**config.mk**
```make
export PLATFORM = sky130hd
export DESIGN_NAME = glt_pen
export DESIGN_NICKNAME = d
export VERILOG_FILES = /design/src/rtl/glt_pkg.sv /design/src/rtl/glt_pen.sv
export SDC_FILE = /design/constraint.sdc
export NUM_CORES = 1
export LEC_CHECK = 0
export BUFFER_PORTS_ARGS = -buffer_cell sky130_fd_sc_hd__buf_2
export CORE_MARGIN = 4
export CORE_UTILIZATION = 50
export CTS_CLUSTER_SIZE = 20
export DETAILED_ROUTE_END_ITERATION = 8
export GPL_TIMING_DRIVEN = 0
export PLACE_DENSITY = 0.79
export SYNTH_ARGS = -nofsm -noshare
export SYNTH_HDL_FRONTEND = slang
export SYNTH_SLANG_ARGS = --single-unit
```
**constraint.sdc**
```tcl
create_clock -name clk -period 11.2 [get_ports clk]
set_input_delay 0.56 -clock clk [delete_from_list [all_inputs] [get_ports clk]]
set_output_delay 0.56 -clock clk [all_outputs]
set_load 0.05 [all_outputs]
```
**src/rtl/glt_pkg.sv**
```systemverilog
// Shared types, codes and helper functions for the glyph text layout unit.
// No dependencies; every other file in rtl/ refers to this package by scope.
`timescale 1ns / 1ps

package glt_pkg;

    // Glyph table size default
    localparam int GLYPH_SLOTS_DEFAULT = 256;

    // Input opcodes
    localparam logic [1:0] OP_LOAD  = 2'd0;
    localparam logic [1:0] OP_BEGIN = 2'd1;
    localparam logic [1:0] OP_CHAR  = 2'd2;
    localparam logic [1:0] OP_END   = 2'd3;

    localparam logic [7:0] NEWLINE_CODE = 8'd10;

    // Configuration register indexes and reset values
    localparam logic [1:0] CFG_LOW_CODE    = 2'd0;
    localparam logic [1:0] CFG_HIGH_CODE   = 2'd1;
    localparam logic [1:0] CFG_LINE_HEIGHT = 2'd2;

    localparam logic [7:0] LOW_CODE_RESET    = 8'd32;
    localparam logic [7:0] HIGH_CODE_RESET   = 8'd127;
    localparam logic [7:0] LINE_HEIGHT_RESET = 8'd16;

    // Actions held in the pen stage
    localparam logic [1:0] ACT_BEGIN   = 2'd0;
    localparam logic [1:0] ACT_DRAW    = 2'd1;
    localparam logic [1:0] ACT_NEWLINE = 2'd2;
    localparam logic [1:0] ACT_END     = 2'd3;

    // Result kinds
    localparam logic KIND_QUAD  = 1'b0;
    localparam logic KIND_WIDTH = 1'b1;

    // One glyph table entry, 112 bits
    typedef struct packed {
        logic signed [15:0] offset;
        logic [15:0]        width;
        logic signed [15:0] advance;
        logic [15:0]        tex_left;
        logic [15:0]        tex_top;
        logic [15:0]        tex_right;
        logic [15:0]        tex_bottom;
    } glyph_t;

    // Item held in the pen stage
    typedef struct packed {
        logic [1:0]         action;
        logic signed [15:0] start_x;
        logic signed [15:0] start_y;
        logic               zero_glyph;
    } pen_item_t;

    // Pen stage to quad stage
    typedef struct packed {
        logic               kind;
        logic signed [15:0] pen_x;
        logic signed [15:0] pen_y;
        logic [15:0]        glyph_width;
        logic [7:0]         line_height;
        logic [15:0]        tex_left;
        logic [15:0]        tex_top;
        logic [15:0]        tex_right;
        logic [15:0]        tex_bottom;
        logic [15:0]        string_width;
    } pre_result_t;

    // Saturate a pen sum to 16 bits signed
    function automatic logic signed [15:0] sat_pen(input logic signed [16:0] v);
        logic signed [15:0] r;
        if (v > 17'sd32767)
            r = 16'sh7fff;
        else if (v < -17'sd32768)
            r = 16'sh8000;
        else
            r = v[15:0];
        return r;
    endfunction

    // Saturate a half-pixel edge to 17 bits signed
    function automatic logic signed [16:0] sat_edge(input logic signed [19:0] v);
        logic signed [16:0] r;
        if (v > 20'sd65535)
            r = 17'sh0ffff;
        else if (v < -20'sd65536)
            r = 17'sh10000;
        else
            r = v[16:0];
        return r;
    endfunction

endpackage

```
**src/rtl/glt_pen.sv**
```systemverilog
// Pen state engine: pen position, line origin and widest line.
// Consumes the glyph read from glt_glyph_ram; uses glt_pkg types and functions.
`timescale 1ns / 1ps

module glt_pen (
    input  logic                 clk,
    input  logic                 rst_n,
    input  logic                 fire,
    input  glt_pkg::pen_item_t   item,
    input  glt_pkg::glyph_t      glyph,
    input  logic [7:0]           line_height,
    output glt_pkg::pre_result_t pre
);

    logic signed [15:0] pen_x_reg, pen_x_next;
    logic signed [15:0] pen_y_reg, pen_y_next;
    logic signed [15:0] origin_reg, origin_next;
    logic [15:0]        widest_reg, widest_next;

    glt_pkg::glyph_t    g;
    logic signed [15:0] pen_mid;
    logic signed [15:0] pen_after;
    logic signed [16:0] diff;
    logic [15:0]        line_w;
    logic [15:0]        widest_max;
    logic signed [16:0] y_sum;

    // Glyph beyond the table reads as all zero
    assign g = item.zero_glyph ? '0 : glyph;

    // Pen steps: offset before drawing, advance after
    assign pen_mid   = glt_pkg::sat_pen(17'(pen_x_reg) + 17'(g.offset));
    assign pen_after = glt_pkg::sat_pen(17'(pen_mid) + 17'(g.advance));

    // Current line width, clamped at zero
    assign diff       = 17'(pen_x_reg) - 17'(origin_reg);
    assign line_w     = diff[16] ? 16'd0 : diff[15:0];
    assign widest_max = (line_w > widest_reg) ? line_w : widest_reg;
    assign y_sum      = 17'(pen_y_reg) + $signed({9'd0, line_height});

    // Next state
    always_comb
    begin
        pen_x_next  = pen_x_reg;
        pen_y_next  = pen_y_reg;
        origin_next = origin_reg;
        widest_next = widest_reg;
        case (item.action)
            glt_pkg::ACT_BEGIN:
            begin
                pen_x_next  = item.start_x;
                pen_y_next  = item.start_y;
                origin_next = item.start_x;
                widest_next = 16'd0;
            end
            glt_pkg::ACT_DRAW:
            begin
                pen_x_next = pen_after;
            end
            glt_pkg::ACT_NEWLINE:
            begin
                widest_next = widest_max;
                pen_x_next  = origin_reg;
                pen_y_next  = glt_pkg::sat_pen(y_sum);
            end
            default:
            begin
                pen_x_next = pen_x_reg;
            end
        endcase
    end

    always_ff @(posedge clk or negedge rst_n)
    begin
        if (!rst_n)
        begin
            pen_x_reg  <= '0;
            pen_y_reg  <= '0;
            origin_reg <= '0;
            widest_reg <= '0;
        end
        else if (fire)
        begin
            pen_x_reg  <= pen_x_next;
            pen_y_reg  <= pen_y_next;
            origin_reg <= origin_next;
            widest_reg <= widest_next;
        end
    end

    // Result handed to the quad stage
    always_comb
    begin
        pre = '0;
        if (item.action == glt_pkg::ACT_END)
        begin
            pre.kind         = glt_pkg::KIND_WIDTH;
            pre.string_width = widest_max;
        end
        else
        begin
            pre.kind        = glt_pkg::KIND_QUAD;
            pre.pen_x       = pen_mid;
            pre.pen_y       = pen_y_reg;
            pre.glyph_width = g.width;
            pre.line_height = line_height;
            pre.tex_left    = g.tex_left;
            pre.tex_top     = g.tex_top;
            pre.tex_right   = g.tex_right;
            pre.tex_bottom  = g.tex_bottom;
        end
    end

endmodule

```
### After elaboration in Yosys (flattened, before gate mapping)

Index checks and enable logic that the tools add are counted.

| word-level totals | value |
|---|---|
| register bits | 64 |
| input port bits | 158 |
| output and inout bits | 137 |
| word-level logic and storage cells | 39 |

| cells by class | value |
|---|---|
| $add $sub $neg | 4 |
| magnitude comparators | 7 |
| equality and inequality tests | 3 |
| mux-type cells | 15 |
| reductions and logical operators | 6 |

Operators by type and width:

| cell | count |
|---|---|
| $mux 16 | 9 |
| $mux 120 | 1 |
| $mux 112 | 1 |
| $pmux 16 s2 | 2 |
| $gt 17x16->1 const B | 3 |
| $lt 17x16->1 const B | 3 |
| $pmux 16 s3 | 1 |
| $add 16x16->17 | 2 |
| $add 16x9->17 | 1 |
| $sub 16x16->17 | 1 |
| $gt 16x16->1 | 1 |
| $reduce_and 2->1 | 3 |
| $eq 2x2->1 const B | 2 |
| $reduce_bool 3->1 | 1 |
| $eq 2x1->1 const B | 1 |
| $logic_not 2->1 | 1 |
| $reduce_bool 2->1 | 1 |
| $mux 1 | 1 |

### Longest topological paths before layout

| depth | value |
|---|---|
| depth in word-level cells | 10 |
| depth in mapped cells | 23 |
| gate-level depth less buffers | 20 |

### Worst setup path after synthesis

No wires, ideal clock.

| timing | value |
|---|---|
| path type | register to output |
| start point | register pen_x_reg[0] |
| end point | output pre[14] in the netlist's numbering |
| arrival time | 4,957 ps |
| required time | 10,640 ps |
| slack | 5,683 ps |
| cell stages (with the launch flop) | 20 |
| path buffers | 2 |
| cell sequence | dfrtp_1 inv_1 ha_1 inv_1 fa_1 a21o_1 a311oi_2 nor3_2 o311ai_4 and2_1 buf_2 nor2_1 ha_1 and4_1 a21o_1 o21ai_0 o211a_1 nor2_1 clkbuf_1 o32ai_1 |

RTL lines:

| what | line | RTL |
|---|---|---|
| from (decl) | glt_pen.sv:15 | `logic signed [15:0] pen_x_reg, pen_x_next;` |
| from (signal assigned) | glt_pen.sv:84 | `pen_x_reg <= pen_x_next;` |
| to (decl) | glt_pen.sv:12 | `output glt_pkg::pre_result_t pre` |

==> impl_results.md <==
* Largest family of logic cells by synthesized area: compound AO/OA/AOI/OAI gates
* Dpl hpwl at 26.49 mm
* Pint at 1.114 mW
* CP Capture Type: output pin
* Final Total Pwr at 2.508 mW
* Post-synthesis simple-gate area fraction at 27.03%
* Top FF cell, synth: dfrtp_1
* Pwr dens at 258.8 nW/um2
* Core area at 15150 um2
* Post-Syn Area per Cell at 7.614 um2
* Crit Path Category: flop to output pin
* Syn Nets at 1246
* Yosys warns at 0
* Drt wl/cell at 20.77 um
* R2R cell count at 19
* Area growth syn-to-layout at 26.26%
* Commonest cells after routing, fill and taps aside: buf_2, nand2_1, a21oi_1
* Max-cap violations at 0
* Reg clk slew, reported paths at 0.06 ns
* Congestion Overflow GR at 0
* Setup WS post-layout at 4.933 ns
* NetSw at 1.394 mW
* Async SR Flop Fraction at 100.0%
* First-pass GRT wire length at 47.36 mm
* F_max at 159.6 MHz
* Die Ht at 131.9 um
* Clock sinks at 64
* Logic pwr share at 74.3%
* DR iter-0 viols at 756
* Gr usage total at 34.35%
* Number of vias per cell at 5.904
* Post-synthesis cell type count at 76
* PortBufs at 294
* Diode count at 0
* Antenna violations before repair at 1
* DRC viols at 0
* Slew headroom at 32.31%
* Final min period at 6.267 ns
* Final cell count without fillers at 1506
* CP max FO at 10
* Type of the tightest min-delay check: input port to async pin
* R2R Path End: pen_x_reg[7]$_DFFE_PN0P_
* Outcome: complete, no violations
* Final worst path period share at 55.95%
* Post-Synth Adder-Cell Area at 13.56%
* Post-Place Cells at 1490
* CP arrival at 5.71 ns
* Worst slack, placed at 4.877 ns
* Setup TNS at 0 ns
* Post-synth EDFFs at 0
* CTS H-Tree Depth at 3
* Root Buffer: clkbuf_16
* Starting Density at 50.67%
* Vias in the first global route at 8308
* Routed wire length at 31.29 mm
* Clock Latency Late Sink at 0.34 ns
* Fin util at 63.98%
* CTS Buffer Depth at 2
* Worst-margin pin slew at 1.007 ns
* Layout cells sized above 1 at 25.95%
* # hold bufs at CTS at 0
* Layout Skew at 0.005548 ns
* Drt pass-1 iters at 6
* Post-CTS resize count at 0
* Proportion of power drawn by flip-flops and latches at 14.0%
* Min Hold Slack at 0.3188 ns
* Largest net degree at the start of global routing at 65
* Nets at 1551
* TritonCTS clock tree: built
* Placed instance area at 9384 um2
* Vias after detailed routing at 8892
* Critical R2R Launch: pen_x_reg[0]$_DFFE_PN0P_
* Finished Cell Area at 9691 um2
* Leak at 4.801 nW
* Clk network pwr share at 11.6%
* Post-CTS Setup Inserts at 0
* Peak supply drop at 127.9 uV
* CTS Buf Count at 9
* Detail Route Antenna Nets at 0
* Critical Path RT at 10.64 ns
* Gpl congestion at 0.9548
* I/O pin total at 295
* Sw Share at 55.58%
* Post-synthesis sequential area ratio at 20.87%
* Post-synthesis compound-gate area fraction at 28.15%
* CP startpoint kind: flop
* Worst reg-to-reg setup slack at 5.52 ns
* Area of the mapped netlist at 7675 um2
* Die width at 131.9 um
* Post-synthesis mux area share at 1.060%
* Die area at 17400 um2
* Leading cell type in the layout, fill and taps excluded: buf_2
* # rows at 45
* FF+latch count, synth at 64
* Setup-failing EPs final at 0
* Post-synthesis xor/xnor area fraction at 4.222%
* RSZ-0062 raised after global routing: false
* Final Hold Fails at 0
* Max-slew violations at 0
* Mapped Cells at 1008
critical path, stage by stage, from the launching register on:
cell	delay [ns]
dfrtp_1	0.45
inv_1	0.09
ha_1	0.16
inv_1	0.05
fa_1	0.40
a21o_1	0.22
a311oi_2	0.43
nor3_2	0.14
o311ai_4	0.48
and2_1	0.18
buf_2	0.20
nor2_1	0.09
ha_1	0.29
and4_1	0.22
a21o_1	0.18
o21ai_0	0.19
o211a_1	0.23
or2_2	0.11
clkbuf_1	0.24
clkbuf_1	0.44
nand2_1	0.10
a21oi_1	0.18
buf_2	0.29
cell families (layout without fill, tap and decap cells):
logic type,Yosys count,in the layout
adders and majority gates,81,81
DFF,64,64
xor gates and xnor gates,37,37
muxes,8,8
and+or+nand+nor,390,390
buffers and inverters,99,409
AOI/OAI and AO/OA,329,329
per-layer routing:
layer	routed length (um)	GRT usage [%]	share of wire, %	vias to the layer above
met5	0	0	0	-
met4	830	8.518	2.7	0
met1	12710	43.72	41	4264
met3	2387	7.710	7.6	44
met2	15360	59.18	49	391
li1	-	-	-	4193
Yosys cell counts (5+ instances only):
cell type,number,area share (%)
xnor2_1,19,2.2
nand2_1,108,5.3
inv_1,55,2.7
o21a_1,16,1.6
a211oi_1,8,0.78
clkbuf_1,35,1.7
nor2_1,43,2.1
nand2b_1,5,0.41
xor2_1,18,2.1
o21bai_1,8,0.78
a22o_1,16,1.8
a21o_1,18,1.8
o211ai_1,6,0.59
a31oi_1,16,1.3
a2111oi_0,5,0.57
mux2i_1,7,0.91
nor2b_1,63,5.1
and3_1,8,0.65
and2_1,87,7.1
nand3_1,12,0.78
nor3_1,15,0.98
ha_1,76,12
or3_1,18,1.5
a211o_1,6,0.68
a21oi_1,91,5.9
dfrtp_1,64,21
o21ai_0,86,5.6
o21ba_2,8,1.0
worst max path at each step:
stage | start | endpoint | slack (ns) | depth (start not counted)
floorplan | pen_x_reg[0]$_DFFE_PN0P_ | pre[14] | 5.68 | 19
detailed placement | item[0] | pen_x_reg[8]$_DFFE_PN0P_ | 4.88 | 22
global placement | item[0] | pen_x_reg[8]$_DFFE_PN0P_ | 4.92 | 21
global route | pen_x_reg[0]$_DFFE_PN0P_ | pre[10] | 4.57 | 21
finish | pen_x_reg[0]$_DFFE_PN0P_ | pre[1] | 4.93 | 22
CTS | pen_x_reg[0]$_DFFE_PN0P_ | pre[1] | 4.96 | 22
layout make-up:
type                    count  area (um2)
clock inverters             6       67.56
multi-input cells         845        5682
inverters                  55       206.4
clock buffers              10       239.0
fillers                  1429        5455
well taps                 188       235.2
plain buffers              44       185.2
repair buffers            294        1474
flip-flops and latches     64        1602
power groups by stage:
| stage | registers [mW] | logic [mW] | clock network (mW) |
|---|---|---|---|
| 2_1_floorplan | 0.326 | 1.40 | 0 |
| 3_3_place_gp | 0.353 | 1.80 | 0 |
| 3_5_place_dp | 0.354 | 1.83 | 0 |
| 4_1_cts | 0.350 | 1.84 | 0.294 |
| 5_1_grt | 0.358 | 2.03 | 0.305 |
| 6_report | 0.352 | 1.86 | 0.292 |
Note: power is estimated with default switching activity, not from simulation.
