--- src/rtl/glt_pkg.sv ---
// Shared types, codes and helper functions for the glyph text layout unit.
// No dependencies; every other file in rtl/ refers to this package by scope.
`timescale 1ns / 1ps

package glt_pkg;

    // Glyph table size default
    localparam int GLYPH_SLOTS_DEFAULT = 256;

    // Input opcodes
    localparam logic [1:0] OP_LOAD  = 2'd0;
    localparam logic [1:0] OP_BEGIN = 2'd1;
    localparam logic [1:0] OP_CHAR  = 2'd2;
    localparam logic [1:0] OP_END   = 2'd3;

    localparam logic [7:0] NEWLINE_CODE = 8'd10;

    // Configuration register indexes and reset values
    localparam logic [1:0] CFG_LOW_CODE    = 2'd0;
    localparam logic [1:0] CFG_HIGH_CODE   = 2'd1;
    localparam logic [1:0] CFG_LINE_HEIGHT = 2'd2;

    localparam logic [7:0] LOW_CODE_RESET    = 8'd32;
    localparam logic [7:0] HIGH_CODE_RESET   = 8'd127;
    localparam logic [7:0] LINE_HEIGHT_RESET = 8'd16;

    // Actions held in the pen stage
    localparam logic [1:0] ACT_BEGIN   = 2'd0;
    localparam logic [1:0] ACT_DRAW    = 2'd1;
    localparam logic [1:0] ACT_NEWLINE = 2'd2;
    localparam logic [1:0] ACT_END     = 2'd3;

    // Result kinds
    localparam logic KIND_QUAD  = 1'b0;
    localparam logic KIND_WIDTH = 1'b1;

    // One glyph table entry, 112 bits
    typedef struct packed {
        logic signed [15:0] offset;
        logic [15:0]        width;
        logic signed [15:0] advance;
        logic [15:0]        tex_left;
        logic [15:0]        tex_top;
        logic [15:0]        tex_right;
        logic [15:0]        tex_bottom;
    } glyph_t;

    // Item held in the pen stage
    typedef struct packed {
        logic [1:0]         action;
        logic signed [15:0] start_x;
        logic signed [15:0] start_y;
        logic               zero_glyph;
    } pen_item_t;

    // Pen stage to quad stage
    typedef struct packed {
        logic               kind;
        logic signed [15:0] pen_x;
        logic signed [15:0] pen_y;
        logic [15:0]        glyph_width;
        logic [7:0]         line_height;
        logic [15:0]        tex_left;
        logic [15:0]        tex_top;
        logic [15:0]        tex_right;
        logic [15:0]        tex_bottom;
        logic [15:0]        string_width;
    } pre_result_t;

    // Saturate a pen sum to 16 bits signed
    function automatic logic signed [15:0] sat_pen(input logic signed [16:0] v);
        logic signed [15:0] r;
        if (v > 17'sd32767)
            r = 16'sh7fff;
        else if (v < -17'sd32768)
            r = 16'sh8000;
        else
            r = v[15:0];
        return r;
    endfunction

    // Saturate a half-pixel edge to 17 bits signed
    function automatic logic signed [16:0] sat_edge(input logic signed [19:0] v);
        logic signed [16:0] r;
        if (v > 20'sd65535)
            r = 17'sh0ffff;
        else if (v < -20'sd65536)
            r = 17'sh10000;
        else
            r = v[16:0];
        return r;
    endfunction

endpackage

--- src/rtl/glt_quad.sv ---
// Quad stage and output register: half-pixel edges with saturation.
// Takes glt_pkg::pre_result_t from glt_pen; drives the result channel.
`timescale 1ns / 1ps

module glt_quad (
    input  logic                 clk,
    input  logic                 rst_n,
    input  logic                 pre_valid,
    input  glt_pkg::pre_result_t pre,
    output logic                 s2_free,
    output logic                 s2_busy,
    output logic                 out_valid,
    input  logic                 out_ready,
    output logic                 kind,
    output logic signed [16:0]   quad_left,
    output logic signed [16:0]   quad_top,
    output logic signed [16:0]   quad_right,
    output logic signed [16:0]   quad_bottom,
    output logic [15:0]          out_tex_left,
    output logic [15:0]          out_tex_top,
    output logic [15:0]          out_tex_right,
    output logic [15:0]          out_tex_bottom,
    output logic [15:0]          string_width
);

    logic                 s2_valid_reg;
    glt_pkg::pre_result_t s2_reg;
    logic                 out_valid_reg;
    logic                 out_load;
    logic                 s2_adv;

    logic signed [19:0]   left_raw, top_raw, right_raw, bottom_raw;
    logic                 is_quad;

    logic                 kind_reg;
    logic signed [16:0]   left_reg, top_reg, right_reg, bottom_reg;
    logic [15:0]          tl_reg, tt_reg, tr_reg, tb_reg, sw_reg;

    // Stage handshake
    assign out_load = !out_valid_reg || out_ready;
    assign s2_adv   = s2_valid_reg && out_load;
    assign s2_free  = !s2_valid_reg || out_load;
    assign s2_busy  = s2_valid_reg;

    always_ff @(posedge clk or negedge rst_n)
    begin
        if (!rst_n)
        begin
            s2_valid_reg  <= 1'b0;
            out_valid_reg <= 1'b0;
        end
        else
        begin
            if (s2_free)
            begin
                s2_valid_reg <= pre_valid;
            end
            if (out_load)
            begin
                out_valid_reg <= s2_valid_reg;
            end
        end
    end

    always_ff @(posedge clk)
    begin
        if (s2_free && pre_valid)
        begin
            s2_reg <= pre;
        end
    end

    // Edges: corner minus one half, extent plus one, in half pixels
    assign is_quad    = (s2_reg.kind == glt_pkg::KIND_QUAD);
    assign left_raw   = $signed({{3{s2_reg.pen_x[15]}}, s2_reg.pen_x, 1'b0}) - 20'sd1;
    assign top_raw    = $signed({{3{s2_reg.pen_y[15]}}, s2_reg.pen_y, 1'b0}) - 20'sd1;
    assign right_raw  = left_raw + $signed({3'd0, s2_reg.glyph_width, 1'b0}) + 20'sd2;
    assign bottom_raw = top_raw + $signed({11'd0, s2_reg.line_height, 1'b0}) + 20'sd2;

    // Output register
    always_ff @(posedge clk)
    begin
        if (s2_adv)
        begin
            kind_reg   <= s2_reg.kind;
            left_reg   <= is_quad ? glt_pkg::sat_edge(left_raw) : 17'sd0;
            top_reg    <= is_quad ? glt_pkg::sat_edge(top_raw) : 17'sd0;
            right_reg  <= is_quad ? glt_pkg::sat_edge(right_raw) : 17'sd0;
            bottom_reg <= is_quad ? glt_pkg::sat_edge(bottom_raw) : 17'sd0;
            tl_reg     <= s2_reg.tex_left;
            tt_reg     <= s2_reg.tex_top;
            tr_reg     <= s2_reg.tex_right;
            tb_reg     <= s2_reg.tex_bottom;
            sw_reg     <= s2_reg.string_width;
        end
    end

    assign out_valid      = out_valid_reg;
    assign kind           = kind_reg;
    assign quad_left      = left_reg;
    assign quad_top       = top_reg;
    assign quad_right     = right_reg;
    assign quad_bottom    = bottom_reg;
    assign out_tex_left   = tl_reg;
    assign out_tex_top    = tt_reg;
    assign out_tex_right  = tr_reg;
    assign out_tex_bottom = tb_reg;
    assign string_width   = sw_reg;

endmodule
--- config.mk ---
export PLATFORM = sky130hd
export DESIGN_NAME = glt_quad
export DESIGN_NICKNAME = d
export VERILOG_FILES = /design/src/rtl/glt_pkg.sv /design/src/rtl/glt_quad.sv
export SDC_FILE = /design/constraint.sdc
export NUM_CORES = 1
export LEC_CHECK = 0
export BUFFER_PORTS_ARGS = -buffer_cell sky130_fd_sc_hd__buf_4
export CAP_MARGIN = 20
export CORE_ASPECT_RATIO = 1.2
export CORE_MARGIN = 1
export CORE_UTILIZATION = 35
export DETAILED_ROUTE_END_ITERATION = 12
export PLACE_DENSITY_LB_ADDON = 0.2
export RECOVER_POWER = 50
export SETUP_SLACK_MARGIN = 0.5
export SYNTH_ARGS = -nofsm -noshare
export SYNTH_HDL_FRONTEND = slang
export SYNTH_SLANG_ARGS = --single-unit
--- constraint.sdc ---
create_clock -name clk -period 12.4 [get_ports clk]
set_input_delay 1.24 -clock clk [delete_from_list [all_inputs] [get_ports clk]]
set_output_delay 1.24 -clock clk [all_outputs]
set_load 0.005 [all_outputs]
Word-level counts from Yosys, hierarchy flattened
Index checks and enable logic that the tools add are counted.
- add/subtract/negate cells: 6
- magnitude comparators: 8
- mux-type cells: 8
- reductions and logical operators: 10
- operators with widths (operator ; count):
    2-to-1 mux 17 bit ; 4
    2-to-1 mux 16 bit ; 4
    adder 19 x 3 -> 20 bit (second input constant) ; 2
    greater-than comparator 20 x 17 -> 1 bit (second input constant) ; 2
    less-than comparator 20 x 17 -> 1 bit (second input constant) ; 2
    greater-than comparator 18 x 17 -> 1 bit (second input constant) ; 2
    less-than comparator 18 x 17 -> 1 bit (second input constant) ; 2
    subtractor 17 x 2 -> 18 bit (second input constant) ; 2
    adder 18 x 10 -> 19 bit ; 1
    adder 18 x 18 -> 19 bit ; 1
    OR reduction 2 bit ; 4
    logical AND 1 bit ; 2
    zero test 1 bit ; 2
    logical OR 1 bit ; 2
- register bits: 288
- bits of input ports: 141
- output and inout port bits: 152
- word-level logic and storage cells: 58

Depth between registers and ports, before layout
Gate-level depths: netlist of the first run.
- depth after elaboration: 6
- mapped depth: 19

Least setup slack after synthesis of the first run
OpenSTA, ideal clock, no wires.
- path type: input -> register
- start point: input port out_ready
- end point: register kind_reg, in the netlist kind (enable)
- arrival time: 4.753 ns
- data required time: 11.874 ns
- setup slack: 7.121 ns
- stages on the path: 2
- buffers on the path: 0
- path through: nand2b_1 -> and2_1
- word-level cells in the longest chain between the ends: 2
- RTL lines (item ; RTL line ; source):
    from (decl) ; glt_quad.sv:13 ; input logic out_ready,
    logical OR 1 bit ; glt_quad.sv:40 ; assign out_load = !out_valid_reg || out_ready;
    logical AND 1 bit ; glt_quad.sv:41 ; assign s2_adv = s2_valid_reg && out_load;
    via s2_adv ; glt_quad.sv:30 ; logic s2_adv;
    to (signal assigned) ; glt_quad.sv:85 ; kind_reg <= s2_reg.kind;
    to (decl) ; glt_quad.sv:35 ; logic kind_reg;
The timed path passes the listed nets, and every way through them passes these cells.
A chain may end at the register's enable or synchronous reset.

Final worst setup path of the first run
- start point: input port out_ready
- end point: register s2_reg[104] (netlist bit) (enable)
- word-level cells in the longest chain between the ends: 3
- RTL lines (item ; RTL line ; source):
    logical OR 1 bit ; glt_quad.sv:40 ;
    logical OR 1 bit ; glt_quad.sv:42 ; assign s2_free = !s2_valid_reg || out_load;
    logical AND 1 bit ; glt_quad.sv:67 ; if (s2_free && pre_valid)
    to (signal assigned) ; glt_quad.sv:69 ; s2_reg <= pre;
    to (decl) ; glt_quad.sv:27 ; glt_pkg::pre_result_t s2_reg;
No other way between the ends.

==> results of run 1 <==
## worst max-delay path: stages
cell and delay [ns]:
clkbuf_4 0.10, nand3b_1 0.14, and2_0 3.23, buf_4 1.07
## where the power goes
group	switching, W	internal (W)
logic	0.000158	0.000148
registers	0.0000263	0.00117
clock network	0.000362	0.000468
total	0.000546	0.00179
## area by class of cell
cell class                 instances  share of cell area, %
antenna                            3                0.04995
clock buffer                      31                  4.878
clock inverter                    22                  1.116
inverter                          32                 0.7992
multi-input combinational        358                  17.91
sequential                       288                  57.48
tap                              407                  3.388
timing repair buffer             296                  14.39
## metrics by stage
stage | instances | util (%) | power (W)
floorplan | 691 | - | 0.001385
global placement | 1381 | 43.86 | 0.001530
detailed placement | 1381 | 43.86 | 0.001535
CTS | 1434 | 46.65 | 0.002376
global route | 1435 | 46.46 | 0.002442
finish | 1437 | 46.47 | 0.002335
## cells in the final DEF (no fill, tap or decap), types with 3 or more instances in the layout
cell and instances:
a211oi_1 5, a21o_1 20, a21oi_1 23, a22o_1 5, buf_4 101, clkbuf_1 18
clkbuf_16 29, clkbuf_4 179, clkinv_1 6, clkinv_2 9, clkinvlp_4 3, diode_2 3
edfxtp_1 286, ha_1 51, inv_1 31, nand2_1 21, nand2b_1 12, nand3_1 7
nor2_1 29, nor2b_1 12, nor3_1 22, nor3b_1 4, nor4_1 4, o211ai_1 4
o21a_1 5, o21ai_0 16, o21ai_1 5, o21ai_2 7, o2bb2ai_1 5, o31ai_1 4
or3_1 7, or4_1 4, xnor2_1 25, xor2_1 20
## cell families (layout without fill, tap and decap cells)
family / after synthesis / after routing / share of synthesized area (%)
flip-flops: 288 / 288 / 75.05
adder cells (fa/ha/maj): 53 / 53 / 5.892
other: 0 / 3 / 0
buffers and inverters: 45 / 381 / 1.620
AO/OA/AOI/OAI: 121 / 121 / 7.490
multiplexers: 2 / 2 / 0.1848
AND/OR/NAND/NOR: 137 / 137 / 6.338
XOR/XNOR: 45 / 45 / 3.424
## path summary, 6_finish.rpt
| path | startpoint | to | slack, ns |
|---|---|---|---|
| worst max-delay path | out_ready | s2_reg[104] | 6.66 |
| worst max register to register | s2_busy | s2_reg[104] | 7.04 |
| worst min register to register | s2_reg[79] | out_tex_left[15] | 0.41 |
| min in group asynchronous | rst_n | s2_busy | 0.46 |
| worst min-delay path | s2_reg[79] | out_tex_left[15] | 0.41 |
| max in group asynchronous | rst_n | out_valid | 11.82 |
## layer usage
metal  vias to the layer above  global-route usage, %  share of wire (%)
li1                       3277                      -                  -
met1                      3166                  16.35                 39
met2                       209                  26.00                 51
met3                        42                  4.318                7.6
met4                         0                  4.980                2.5
met5                         -                      0                  0
==> results.cfg, run 1 <==
[cts]
cts_tree = built
worst_skew_pair.late_latency_ns = 0.55
cts-htree-levels = 1
cts_buffers = 29
post_cts_buffers = 0
cts_buffer_depth = 3
cts_hold_buf = 0
clock-sinks = 288
cts-root-buf = clkbuf_16
ctsResizeCount = 0
path_clk_slew_ns = 0.06

[run_status]
violations = max-capacitance violations, max-slew violations
outcome = finished with violations

[place]
dp_hpwl_microns = 18120
globalplace.congestion = 0.8040
dp_slack_ns = 7.468
place_area_sq_um = 14190
portBuffers = 292

[worst_hold_path]
min_path_cells = 0
min_path_type = register to register

[pwr]
ir_drop_uv = 122.6
p_per_area_nw_per_um2 = 155.4
p_leak_nw = 5.869

[die]
rows = 72
core_sq_um = 32340
die_w_microns = 167.5
die_area_sq_um = 33620
start_util_pct = 35.59
die_y_microns = 200.7
ios = 293

[finish]
largest_register_ff_count = 137
fin_area_sq_um = 15030
area_delta_synth_final_pct = 30.58
nets = 1199
regArea_sq_um = 8638
fillCellCount = 2876
drive_gt1_share_pct = 33.69
multi_input_area_sq_um = 2691

[drt]
wirelength_microns = 24400
drt_iter0_markers = 423
avgViaCountPerCell = 4.658
drc = 0
post_drt_wl_per_cell_microns = 16.98
dr.pass1.iters = 6
drtAntennaViolNets = 0
vias = 6694

[logic_synthesis]
synth.most_common_cell = edfxtp_1
ys.flop_type = edfxtp_1
synth.area.top_cells = edfxtp_1, ha_1, xnor2_1
synth_seq_cells = 288
synthArstFlopShare_pct = 0.6944
netlist-cell-type-count = 65
ys_top_cells_by_count = edfxtp_1, ha_1, inv_1
synth_top_area_share_pct = 74.62
syn-num-nets = 885
syn_area_sq_um = 11510
ys_warn_count = 0
syn_avg_cell_area_sq_um = 16.66
synth_edf_count = 286
synth_top_cell_by_area = edfxtp_1
ys_seq_area_share_pct = 75.05
synth_cells = 691

[sta]
finalCritPeriodShare_pct = 46.30
worst_pin_slew_ns = 4.543
slew_violations = 129
finalSetupViolCount = 0
max_freq_mhz = 174.2
tns_ns = 0
period_minus_slack_ns = 5.741
clock_skew_ns = 0.008040
setup_ws_ns = 6.659
maxSlewHeadroom_pct = -202.9
hold_ws_ns = 0.4134
rsz0062_at_grt = false
hold_viol = 0

[worst_setup_path]
worstSetupPathType = input pin to register
r2r_cells = 3
critPathLaunchType = input pin
critPathRequiredTime_ns = 12.57
path_max_fanout = 71
cp.arrival_ns = 5.91
crit_path_end_kind = register

[global_routing]
grt_pass1_wl_microns = 37720
grtUsageTotal_pct = 14.53
antenna_found_initial = 3
grt_max_degree = 74
grt_overflow_total = 0
grt_pass1_vias = 6900

[flow_run]
drv_cap = 2
Note: power is estimated with default switching activity, not from simulation.
==> inputs of run 2 (changes only) <==
Settings changed: ABC_AREA from default to 1.
Clock period 12.4 ns to 4.9 ns, I/O delays scaled along.
==> run 2 against run 1 <==
The run now ends clean. Register-to-register slack worse by 6.0 ns. Global-route usage about the same. Area after synthesis increased by 4.6%. Final area increased by 4.0%. Utilization shrank 0.47 points. Routed wire length grew 5.5%. Combinational power rose to 3.0 times the previous value. Clock power rose to 2.8 times the previous value. Critical path type is now register to register. Largest cell class unchanged. Largest power group unchanged.
==> results.cfg, run 2 <==
[cts]
cts_tree = built
path_clk_slew_ns = 0.06
cts_buffers = 31
worst_skew_pair.late_latency_ns = 0.57
clock-sinks = 288
cts-root-buf = clkbuf_16
cts-htree-levels = 1
cts_buffer_depth = 3
ctsResizeCount = 0

[worst_hold_path]
min_path_type = input pin to register

[logic_synthesis]
netlist-cell-type-count = 42
synth_top_area_share_pct = 71.31
syn-num-nets = 1075
ys.flop_type = edfxtp_1
synth.area.top_cells = edfxtp_1, ha_1, nand2_1
synth_seq_cells = 288
synth_top_cell_by_area = edfxtp_1
syn_avg_cell_area_sq_um = 13.67
synthArstFlopShare_pct = 0.6944
ys_top_cells_by_count = edfxtp_1, nand2_1, inv_1
ys_seq_area_share_pct = 71.72
synth.area.mux_share_pct = 0
yosys.area_share.simple_pct = 13.19
synth.most_common_cell = edfxtp_1
synthAdderAreaFrac_pct = 5.631
syn_area_sq_um = 12040
synth_compound_area_share_pct = 3.013
synth_cells = 881
synth_top_family_by_area = simple AND/OR/NAND/NOR gates
synth_edf_count = 286
yosys.area_share.xor_xnor_pct = 3.054
ys_warn_count = 0

[finish]
fin_area_sq_um = 15630
area_delta_synth_final_pct = 29.78
final_common_cell = edfxtp_1
drive_gt1_share_pct = 27.38
layout_common_cells = edfxtp_1, clkbuf_4, nand2_1
fillCellCount = 3132
largest_register_ff_count = 137
nets = 1396
utilization_pct = 46.00

[die]
die_y_microns = 205.2
start_util_pct = 35.44
die_area_sq_um = 35160
ios = 293
rows = 74
die_w_microns = 171.3
core_sq_um = 33980

[place]
globalplace.congestion = 0.8536
dp_hpwl_microns = 19250
place_area_sq_um = 14780
portBuffers = 292

[run_status]
outcome = completed

[sta]
worst_pin_slew_ns = 0.8979
max_freq_mhz = 255.8
maxSlewHeadroom_pct = 39.77
slew_violations = 0
finalSetupViolCount = 0
clock_skew_ns = 0.01564
rsz0062_at_grt = false
tns_ns = 0
hold_ws_ns = 0.1034
hold_viol = 0
period_minus_slack_ns = 3.909
finalCritPeriodShare_pct = 79.78

[drt]
drc = 0
avgViaCountPerCell = 4.432
vias = 7464
post_drt_wl_per_cell_microns = 15.28
dr.pass1.iters = 5
wirelength_microns = 25730
drt_iter0_markers = 349
drtAntennaViolNets = 0

[worst_setup_path]
cpPeakStageDelay_ns = 0.42
critPathRequiredTime_ns = 5.22
cp.arrival_ns = 4.23
reg2reg_slack_ns = 0.99
cpMostUsedCell = nand2_1
path_buf_inv = 0
crit_path_end_kind = register
worstSetupPathType = register to register
critPathLaunchType = register
path_max_fanout = 16
path_cells = nor2_1, nand3_1, nor3_2, nand4_2, nor3_2, nand2_1, nand2_1, ha_1, ha_1, a21oi_1, nor2_1, nor3_1, nand2_1, nand2_1, nand2_1, a21boi_0, nor2_1
critPathTopFamily = simple AND/OR/NAND/NOR gates
crit_slowest_cell = edfxtp_1

[pwr]
switchingPower_w = 0.001566
ir_drop_uv = 321.2
sw_frac_of_total_pct = 24.73
combPwrFrac_pct = 14.4
p_clk_share_pct = 36.9
power_frac_seq_pct = 48.7
p_leak_nw = 6.457
internal-power_w = 0.004769
p_per_area_nw_per_um2 = 405.3

[global_routing]
grt_pass1_wl_microns = 38920
grt_overflow_total = 0
grtUsageTotal_pct = 14.56
grt_max_degree = 150
grt_pass1_vias = 7316
antenna_found_initial = 2

[flow_run]
drv_cap = 0
-- run 2: cell count changes in the layout (fill, tap and decap cells not counted), sizes merged, moves of 11 or more --
cell	before	now
a21o	20	1
a21oi	23	34
buf	101	15
clkbuf	226	321
inv	32	88
nand2	21	168
nand2b	12	0
nand3	7	62
nor2	30	94
nor2b	12	0
nor3	22	7
o21ai	28	12
xnor2	25	10
xor2	20	32
-- run 2: logic make-up after synthesis --
logic type | Yosys count
buffers and inverters | 96
AO/OA/AOI/OAI | 60
AND/OR/NAND/NOR | 342
adder cells (fa/ha/maj) | 53
flip-flops | 288
XOR/XNOR | 42
-- run 2: power groups by stage --
stage          combinational [W]  sequential [W]  clock [W]
6_report                0.000912         0.00309    0.00234
5_1_grt                  0.00103         0.00311    0.00251
4_1_cts                 0.000978         0.00310    0.00242
3_5_place_dp            0.000974         0.00314          0
3_3_place_gp            0.000972         0.00314          0
2_1_floorplan           0.000508         0.00316          0
-- run 2: worst paths after layout --
| kind | start | to | depth (start not counted) |
|---|---|---|---|
| max | s2_reg[122] | quad_right[1] | 17 |
| min | pre[71] | s2_reg[71] | 1 |
| max reg2reg | s2_reg[122] | quad_right[1] | 17 |
| min reg2reg | s2_reg[61] | out_tex_top[13] | 0 |
| max in group asynchronous | rst_n | s2_busy | 2 |
| min in group asynchronous | rst_n | out_valid | 2 |
-- run 2: cell type report --
class / count / area (sq um) / share of cell area (%)
Antenna cell: 1 / 2.502 / 0.01601
Clock buffer: 41 / 843.3 / 5.395
Clock inverter: 17 / 195.2 / 1.249
Inverter: 88 / 337.8 / 2.161
Multi-Input combinational cell: 497 / 3009 / 19.25
Sequential cell: 288 / 8638 / 55.26
Tap cell: 456 / 570.5 / 3.650
Timing Repair Buffer: 296 / 2034 / 13.02
-- run 2: worst register-to-register path: stages (launching register included) --
cell and delay [ns]:
edfxtp_1 0.42, nor2_1 0.15, nand3_1 0.16, nor3_2 0.28
nand4_2 0.19, nor3_2 0.21, nand2_1 0.11, nand2_1 0.10
ha_1 0.23, ha_1 0.38, a21oi_1 0.22, nor2_1 0.06
nor3_1 0.32, nand2_1 0.13, nand2_1 0.07, nand2_1 0.28
a21boi_0 0.29, nor2_1 0.06
-- run 2: through the flow --
stage | setup WS, ns | std cells | power (W)
3_3_place_gp | 1.143 | 1624 | 0.004112
5_1_grt | 0.5602 | 1683 | 0.006647
4_1_cts | 0.9889 | 1683 | 0.006496
3_5_place_dp | 1.013 | 1624 | 0.004118
6_report | 0.9906 | 1684 | 0.006335
2_1_floorplan | 0.9930 | 881 | 0.003668
-- run 2: timing repair --
item,4_1_cts,5_1_grt
setup endpoints to repair,0,0
buffers inserted,0,0
hold buffers,1,0
endpoints found under the hold margin,2,0
-- run 2: per-layer routing --
metal | vias up | GRT usage (%) | wire, microns
li1 | 3737 | - | -
met1 | 3467 | 16.60 | 9915
met2 | 215 | 25.80 | 13150
met3 | 43 | 4.578 | 2104
met4 | 2 | 4.496 | 551
met5 | - | 0 | 8
==> inputs of run 3 (changes only) <==
Clock period 4.9 ns to 3.7 ns, I/O delays scaled along.
==> run 3 against run 2 <==
The flow now finishes with violations (max-capacitance violations, max-slew violations). Sequential power up 32%. Non-clock buffer count up 212. Worst setup slack got worse by 0.67 ns. Critical path type unchanged. Largest power group unchanged. Clock power up 33%. First-iteration DRC count up 5.7%. Sequential share of layout area decreased by 9.0 points. Largest cell class unchanged. Critical path depth grew 2.
==> results.cfg, run 3 (synthesized netlist as in run 2, its figures left out) <==
[place]
globalplace.congestion = 0.8279
dp_hpwl_microns = 20140
placedCellCount = 1638
portBuffers = 292

[sta]
max_freq_mhz = 296.2
rsz0062_at_grt = true
worst_pin_slew_ns = 2.067
finalCritPeriodShare_pct = 91.24
period_minus_slack_ns = 3.376
hold_viol = 0
finalSetupViolCount = 0
slew_violations = 16
maxSlewHeadroom_pct = -37.78
tns_ns = 0
clock_skew_ns = 0.007360

[drt]
wl_met2_microns = 15550
wirelength_microns = 29410
wl_met3_microns = 1824
avgViaCountPerCell = 4.435
post_drt_wl_per_cell_microns = 15.49
wl_met1_microns = 11270
vias = 8417
drc = 0
dr.pass1.iters = 4
drt_iter0_markers = 369
highest_layer = met5
drtAntennaViolNets = 0

[finish]
utilization_pct = 54.92
largest_register_ff_count = 137
layout_common_cells = edfxtp_1, clkbuf_4, dlygate4sd3_1
nets = 1611
instances_no_fill = 1898
area_delta_synth_final_pct = 54.96
diodes = 0
final_common_cell = edfxtp_1
drive_gt1_share_pct = 37.79

[die]
ios = 293
die_y_microns = 205.2
die_area_sq_um = 35160
rows = 74
core_sq_um = 33980
start_util_pct = 35.44
die_w_microns = 171.3

[pwr]
p_leak_nw = 7.611
p_per_area_nw_per_um2 = 479.1
ir_drop_uv = 400.2

[worst_setup_path]
critPathRequiredTime_ns = 4.02
path_max_fanout = 7
reg2reg_slack_ns = 0.32
rr_startpoint = s2_reg[124]
crit_path_end_kind = register
r2r-end = quad_right[2]
worstSetupPathType = register to register
crit_path_start = s2_reg[124]
critPathLaunchType = register
cp.arrival_ns = 3.70
r2r_cells = 19

[worst_hold_path]
min_path_cells = 3
min_path_type = input pin to register
whs_endpoint = s2_busy
hp-start = pre_valid

[global_routing]
antenna_found_initial = 3
grt_overflow_total = 0
grtUsageTotal_pct = 16.41
grt_max_degree = 79
grt_pass1_wl_microns = 44640
grt_pass1_vias = 8700

[run_status]
outcome = finished with violations
violations = max-capacitance violations, max-slew violations

[flow_run]
drv_cap = 1

[cts]
cts_buffer_depth = 3
cts-htree-levels = 1
worst_skew_pair.late_latency_ns = 0.57
cts_tree = built
clock-sinks = 288
cts_buffers = 31
path_clk_slew_ns = 0.06
cts-root-buf = clkbuf_16
run 3: cell types whose count changed in the layout (fill, tap and decap cells not counted), moves of 18 or more:
cell,delta
buf_4,+66
ha_1,-22
dlygate4sd3_1,+137
nand2_1,-39
nand2_2,+24
ha_4,+21
a21oi_1,-18
clkbuf_4,-23
run 3: where the power goes:
part	internal [W]	leakage (nW)	switching [W]
clock	0.00187	0.503	0.00125
combinational	0.000819	4.32	0.000908
sequential	0.00398	2.78	0.000107
total	0.00668	7.61	0.00226
run 3: through the flow:
stage | total power [W] | area, sq um | hold slack (ns) | setup WS [ns]
after floorplan | 0.004907 | 12230 | 0.07441 | 0.3539
after global placement | 0.005544 | 15090 | 0.1528 | 0.1693
after detailed placement | 0.005554 | 15090 | 0.1543 | 0.06173
after CTS | 0.008932 | 18100 | 0.03296 | 0.3983
after global routing | 0.009366 | 18660 | 0.05331 | 0.1267
final | 0.008941 | 18660 | 0.06571 | 0.3243
run 3: repair_timing:
item | CTS | global route
hold buffers | 138 | 0
pin swaps | 28 | 47
endpoints found under the setup margin | 33 | 42
gates cloned | 1 | 3
buffers inserted | 40 | 20
endpoints found under the hold margin | 139 | 0
resized for setup | 60 | 138
run 3: final cells by class:
class                   instances  area (sq um)
clock buffers                  34         787.0
clock inverters                24         246.5
fillers                      2866         15320
inverters                      88         354.1
multi-input cells             500          4004
flip-flops and latches        288          8638
well taps                     456         570.5
repair buffers                508          4063
run 3: worst max path at each step:
stage	slack (ns)	end
4_1_cts	0.40	quad_right[9]
3_5_place_dp	0.06	quad_right[7]
3_3_place_gp	0.17	quad_right[3]
5_1_grt	0.13	quad_right[2]
2_1_floorplan	0.35	kind
6_report	0.32	quad_right[2]
run 3: metal layers:
metal,vias up,global-route usage (%)
met5,-,0
met4,6,5.995
met3,58,4.135
met2,224,29.36
met1,3972,18.77
li1,4157,-
run 3: critical path: stages, from the launching register on:
cell and delay, ns:
edfxtp_1 0.43, nor2_2 0.15, nand3_2 0.12, nor3_4 0.29, buf_4 0.17, nand2_2 0.06, xor2_2 0.16, inv_2 0.07
ha_4 0.27, ha_4 0.21, buf_4 0.14, nand3_1 0.09, nand3_2 0.12, a21oi_4 0.19, nand3_2 0.08, nand2_2 0.10
nand3_4 0.11, clkbuf_16 0.18, a21oi_2 0.12, nor2_1 0.05
